$ cat src/adfp_pkg.sv
// types and constants of the ascii distance frame parser
// no dependencies; used by adfp_step and the top level
`timescale 1ns / 1ps
`default_nettype none

package adfp_pkg;

  localparam int unsigned ByteW  = 8;
  localparam int unsigned AccW   = 17;
  localparam int unsigned CountW = 3;
  localparam int unsigned DistW  = 16;

  localparam logic [ByteW-1:0] CH_G  = 8'h47;
  localparam logic [ByteW-1:0] CH_A  = 8'h61;
  localparam logic [ByteW-1:0] CH_P  = 8'h70;
  localparam logic [ByteW-1:0] CH_EQ = 8'h3D;
  localparam logic [ByteW-1:0] CH_0  = 8'h30;
  localparam logic [ByteW-1:0] CH_9  = 8'h39;
  localparam logic [ByteW-1:0] CH_M  = 8'h6D;
  localparam logic [ByteW-1:0] CH_CR = 8'h0D;
  localparam logic [ByteW-1:0] CH_LF = 8'h0A;

  localparam logic [CountW-1:0] FEWEST_DIGITS = 3'd4;
  localparam logic [CountW-1:0] MOST_DIGITS   = 3'd5;
  localparam logic [AccW-1:0]   DIST_MAX      = 17'd65535;

  localparam logic STATUS_OK  = 1'b0;
  localparam logic STATUS_ERR = 1'b1;

  typedef enum logic [3:0] {
    PH_HUNT   = 4'd0,
    PH_A      = 4'd1,
    PH_P      = 4'd2,
    PH_EQ     = 4'd3,
    PH_DIGITS = 4'd4,
    PH_M2     = 4'd5,
    PH_CR     = 4'd6,
    PH_LF     = 4'd7
  } phase_t;

  typedef struct packed {
    phase_t            phase;
    logic [AccW-1:0]   acc;
    logic [CountW-1:0] digit_count;
  } adfp_state_t;

  typedef struct packed {
    logic             valid;
    logic [DistW-1:0] distance;
    logic             status;
  } adfp_result_t;

  localparam adfp_state_t STATE_RESET = '{phase: PH_HUNT, acc: '0, digit_count: '0};

endpackage

`default_nettype wire

$ cat src/adfp_step.sv
// per-byte parse step: next frame state and optional result
// depends on adfp_pkg
`timescale 1ns / 1ps
`default_nettype none

module adfp_step
  import adfp_pkg::*;
(
  input  adfp_state_t      cur,
  input  logic [ByteW-1:0] rx_byte,
  output adfp_state_t      nxt,
  output adfp_result_t     res
);

  logic            byte_numeral;
  logic [AccW-1:0] acc_x10;
  logic [AccW-1:0] acc_dig;
  logic [AccW-1:0] acc_sat;

  assign byte_numeral = rx_byte inside {[CH_0:CH_9]};
  // acc*10 as 8*acc + 2*acc, wrapping at the accumulator width
  assign acc_x10  = {cur.acc[AccW-4:0], 3'b000} + {cur.acc[AccW-2:0], 1'b0};
  assign acc_dig  = acc_x10 + {{(AccW-4){1'b0}}, rx_byte[3:0]};
  assign acc_sat  = (cur.acc > DIST_MAX) ? DIST_MAX : cur.acc;

  always_comb begin
    nxt = cur;
    res = '{valid: 1'b0, distance: '0, status: STATUS_OK};
    case (cur.phase)
      PH_HUNT: begin
        if (rx_byte == CH_G) begin
          nxt = '{phase: PH_A, acc: '0, digit_count: '0};
        end
      end
      PH_A: begin
        if (rx_byte == CH_A) nxt.phase = PH_P;
        else res.valid = 1'b1;
      end
      PH_P: begin
        if (rx_byte == CH_P) nxt.phase = PH_EQ;
        else res.valid = 1'b1;
      end
      PH_EQ: begin
        if (rx_byte == CH_EQ) nxt.phase = PH_DIGITS;
        else res.valid = 1'b1;
      end
      PH_DIGITS: begin
        if (byte_numeral) begin
          if (cur.digit_count >= MOST_DIGITS) begin
            res.valid = 1'b1;
          end else begin
            nxt.acc         = acc_dig;
            nxt.digit_count = cur.digit_count + 3'd1;
          end
        end else if (cur.digit_count < FEWEST_DIGITS || rx_byte != CH_M) begin
          res.valid = 1'b1;
        end else begin
          nxt.phase = PH_M2;
        end
      end
      PH_M2: begin
        if (rx_byte == CH_M) nxt.phase = PH_CR;
        else res.valid = 1'b1;
      end
      PH_CR: begin
        if (rx_byte == CH_CR) nxt.phase = PH_LF;
        else res.valid = 1'b1;
      end
      PH_LF: begin
        res.valid = 1'b1;
        if (rx_byte == CH_LF) begin
          res.distance = acc_sat[DistW-1:0];
          res.status   = STATUS_OK;
          nxt          = STATE_RESET;
        end
      end
      default: begin
        nxt = STATE_RESET;
      end
    endcase
    // any emitted error clears the frame and returns to hunting
    if (res.valid && !(cur.phase == PH_LF && rx_byte == CH_LF)) begin
      res.distance = '0;
      res.status   = STATUS_ERR;
      nxt          = STATE_RESET;
    end
  end

endmodule

`default_nettype wire

$ cat src/ascii_distance_frame_parser.sv
// top level of the ascii distance frame parser ("Gap=" digits "mm" CR LF)
// depends on adfp_pkg and adfp_step
//
//   channel  | handshake            | payload
//   ---------+----------------------+-------------------------
//   in       | in_valid / in_ready  | rx_byte[7:0]
//   out      | out_valid / out_ready| distance[15:0], status
//
// one byte per cycle sustained while out_ready is high: byte register -> parse step -> result register
// a byte waits in the byte register until the result register is free or being drained
// rst (synchronous) clears both valid flags and returns the parser to hunting
// a full result register that is not taken holds the byte stage; the byte
// stage still takes a transfer while it is empty
`timescale 1ns / 1ps
`default_nettype none

module ascii_distance_frame_parser
  import adfp_pkg::*;
(
  input  logic             clk,
  input  logic             rst,
  input  logic             in_valid,
  output logic             in_ready,
  input  logic [ByteW-1:0] rx_byte,
  output logic             out_valid,
  input  logic             out_ready,
  output logic [DistW-1:0] distance,
  output logic             status
);

  // byte stage
  logic             s1_valid;
  logic [ByteW-1:0] s1_byte;

  // frame state
  adfp_state_t  st;
  adfp_state_t  st_next;
  adfp_result_t res;

  logic advance;

  // the byte stage moves on whenever the result register is free or being drained
  assign advance  = s1_valid && (!out_valid || out_ready);
  assign in_ready = !s1_valid || advance;

  adfp_step u_step (
    .cur     (st),
    .rx_byte (s1_byte),
    .nxt     (st_next),
    .res     (res)
  );

  always_ff @(posedge clk) begin
    if (rst) begin
      s1_valid  <= 1'b0;
      st        <= STATE_RESET;
      out_valid <= 1'b0;
    end else begin
      // input transfer into the byte stage
      if (in_valid && in_ready) begin
        s1_valid <= 1'b1;
      end else if (advance) begin
        s1_valid <= 1'b0;
      end

      if (advance) begin
        st <= st_next;
      end

      // result register: drain on transfer, load when a byte yields a result
      if (out_ready) begin
        out_valid <= 1'b0;
      end
      if (advance && res.valid) begin
        out_valid <= 1'b1;
      end
    end
  end

  // payload registers, no reset needed
  always_ff @(posedge clk) begin
    if (in_valid && in_ready) begin
      s1_byte <= rx_byte;
    end
    if (advance && res.valid) begin
      distance <= res.distance;
      status   <= res.status;
    end
  end

endmodule

`default_nettype wire

$ cat config.mk
export PLATFORM = sky130hd
export DESIGN_NAME = ascii_distance_frame_parser
export DESIGN_NICKNAME = d
export VERILOG_FILES = /design/src/adfp_pkg.sv /design/src/adfp_step.sv /design/src/ascii_distance_frame_parser.sv
export SDC_FILE = /design/constraint.sdc
export NUM_CORES = 1
export LEC_CHECK = 0
export ABC_AREA = 1
export BUFFER_PORTS_ARGS = -buffer_cell sky130_fd_sc_hd__buf_2
export CAP_MARGIN = 30
export CORE_MARGIN = 3
export CORE_UTILIZATION = 56
export CTS_BUF_LIST = sky130_fd_sc_hd__clkbuf_4 sky130_fd_sc_hd__clkbuf_8
export CTS_CLUSTER_DIAMETER = 80
export CTS_CLUSTER_SIZE = 10
export DETAILED_ROUTE_END_ITERATION = 7
export HOLD_SLACK_MARGIN = 0.02
export PLACE_DENSITY_LB_ADDON = 0.2
export REMOVE_ABC_BUFFERS = 1
export SETUP_SLACK_MARGIN = 0.2
export SYNTH_ARGS = -nofsm -noshare
export SYNTH_HDL_FRONTEND = slang
export SYNTH_SLANG_ARGS = --single-unit
$ cat constraint.sdc
create_clock -name clk -period 2.5 [get_ports clk]
set_clock_uncertainty 0.15 [all_clocks]
set_input_delay 0.125 -clock clk [delete_from_list [all_inputs] [get_ports clk]]
set_output_delay 0.125 -clock clk [all_outputs]
set_load 0.1 [all_outputs]
==> reports/metrics.csv <==
metric;value;unit
drc;0;
cp.depth;12;
hold_slack;0.1221;ns
layout-drive-gt1-share;0.2982;
cap_violations;0;
path_common_cell;buf_6;
drt_wl_total;9.222;mm
num_io_pins;31;
finalWorstSetupSlack;-0.02116;ns
final_cells;588;
synth_seq_cells;50;
startpoint_type;register;
syn_avg_cell_area;7.750;µm²
antenna_found_initial;0;
final_net_count;560;
grt_first_pass_wirelength;12.90;mm
dpl.cell_count;555;
cellPowerDensity;623.1;mW/mm²
path_class;reg2reg;
synthTopCellsByArea;edfxtp_1, dfxtp_1, ha_1;
std_cell_rows;28;
period_share;1.008;
max_freq;396.6;MHz
crit_buf_inv;3;
area_growth;28.80;%
rsz0062_at_grt;true;
cp.arrival;2.61;ns
place.gp.congestion;0.9063;
diodes;0;
violations;setup timing;
crit_fanout;4;
grt_max_degree;23;
syn-cell-area;0.003480;mm²
setup_violations;1;
worstSetupEndpointType;register;
syn-instance-count;449;
yosysTopAreaCell;edfxtp_1;
start_util;0.5842;
fin_crit;2.521;ns
via_count;3318;
clock_latency;0.31;ns
gr-usage-all-layers;0.2206;
crit_path_cell_trace;fa_1 -> buf_6 -> ha_4 -> nand3_2 -> nand2_4 -> buf_4 -> buf_6 -> xor2_2 -> nand2_1 -> nor2_2 -> nand3_1 -> a21oi_2;
met1_length;4.037;mm
ys_seq_area_frac;0.3596;
die_w;84.83;µm
slew_violations;0;
ctsRootBufferMaster;clkbuf_8;
cts_tree;built;
status;finished with violations;
cts_buffers;5;
dp_worst_setup_slack;-0.1244;ns
drtIter0Drc;451;
highest_layer;met4;
min_path_cells;2;
hold_violations;0;
die_h;84.83;µm
path_clk_slew;0.09;ns
final_core_util;0.7525;
core-area;0.005956;mm²
cts.path.max_buffers;2;
ys_warn_count;0;
max_stage_delay;0.52;ns
routed_via_density;5.643;
wl_met2;4.386;mm
io_buffers;30;
routedWlPerCell;15.68;µm
power_leakage;1.959;nW
synth_cell_type_count;37;
cts_num_sinks;50;
tightest_slew;0.6206;ns
dp_hpwl;5.615;mm
min_path_type;in2reg;
postRouteAntennaNets;0;
dr_wl_met3;620;µm
dieArea;0.007195;mm²
grt.overflow.total;0;
slew-limit-headroom;0.5857;
cts_max_level;2;
reg2reg_depth;12;
crit_required;2.59;ns
drt_pass1_iterations;5;
synth_top_area_share;0.2157;
grt_pass1_vias;2782;
ir_drop;0.5714;mV
crit_slowest_cell;fa_1;
crit_family;adder cells;
sequential cells by signal, indices dropped and copies added (netlist names):
| name | flops |
|---|---|
| st | 23 |
| distance | 16 |
| s1_byte | 8 |
| out_valid | 1 |
| s1_valid | 1 |
| status | 1 |
worst paths after layout:
check                         start                endpoint  slack (ns)
max            s1_byte[3]$_DFFE_PP_      st[8]$_SDFFE_PP0P_       -0.02
min                             rst     st[16]$_SDFFE_PP0P_        0.12
min reg2reg  out_valid$_SDFFE_PP0P_  out_valid$_SDFFE_PP0P_        0.37
max reg2reg    s1_byte[3]$_DFFE_PP_      st[8]$_SDFFE_PP0P_       -0.02
stage by stage:
| step | TNS, ns | cell area, µm² | total power (W) |
|---|---|---|---|
| global route | -1.154 | 4482 | 0.002900 |
| finish | -0.02116 | 4482 | 0.002793 |
| global placement | -0.2626 | 3734 | 0.001756 |
| CTS | 0 | 4080 | 0.002371 |
| detailed placement | -0.5495 | 3734 | 0.001767 |
| floorplan | -3.265 | 3369 | 0.001556 |
cell families after synthesis:
family	synth area share
xor+xnor	0.02769
flops	0.3596
buf+inv	0.07587
compound gates	0.09925
simple gates	0.3038
fa+ha+maj	0.1338
final cells by class:
type	count	area, µm²
multi-input cells	346	2276
clock buffers	6	76.32
flip-flops and latches	50	1259
inverters	39	157.7
well taps	75	93.84
clock inverters	2	37.54
fillers	420	1474
repair buffers	70	581.8
layer usage:
layer	vias up	GRT usage
met3	24	0.02913
met4	0	0.07194
met1	1530	0.3313
met5	-	0
li1	1613	-
met2	151	0.3295
power by group:
part           leakage [nW]  switching [W]  internal [W]
combinational          1.46       0.000815      0.000445
clock                0.0548       0.000276      0.000310
sequential            0.448      0.0000341      0.000913
total                  1.96        0.00112       0.00167
what timing repair did:
| item | in CTS | in global routing |
|---|---|---|
| resized for setup | 28 | 59 |
| hold endpoints to repair | 10 | 0 |
| pin swaps | 33 | 23 |
| cloned | 0 | 4 |
| setup buffers | 2 | 9 |
| setup endpoints to repair | 20 | 40 |
| hold buffers | 10 | 0 |
placed cells by master (no fill, tap or decap), types with 4 or more instances in the layout:
cell            n
ha_1           28
nand2_2         9
o21ai_0         7
a21oi_2        12
nand2_1        86
buf_2          30
dfxtp_2         6
dfxtp_1        19
buf_4          16
ha_4            4
dlygate4sd3_1  10
nand3_1        27
inv_1          33
nand3_2        11
clkbuf_8        5
inv_2           4
a21oi_4         4
xor2_1          7
nand4_1         8
buf_6           9
a21oi_1        22
edfxtp_1       25
nor2_1         75
nor2_2          9
synthesized netlist by cell type:
master	instances
inv_8	1
inv_2	1
nor2_4	1
or2_2	1
nor2_1	79
nand2_1	95
nand3b_1	2
fa_1	2
a21oi_2	7
nand2_4	1
buf_2	5
nand2_2	3
edfxtp_1	25
o21ai_0	11
a31oi_1	3
a21boi_0	1
nor3_2	3
nor2_2	6
o21ai_1	1
nand4_1	8
ha_1	34
inv_1	37
a21oi_1	30
a21oi_4	1
xor2_1	9
nor4_1	1
xnor2_1	2
dfxtp_1	25
o21a_1	1
buf_12	2
o21ai_4	1
nand3_1	39
nand3_2	1
buf_6	2
a21o_1	1
clkbuf_1	6
nand4_2	1
(Power assumes the default switching activity.)
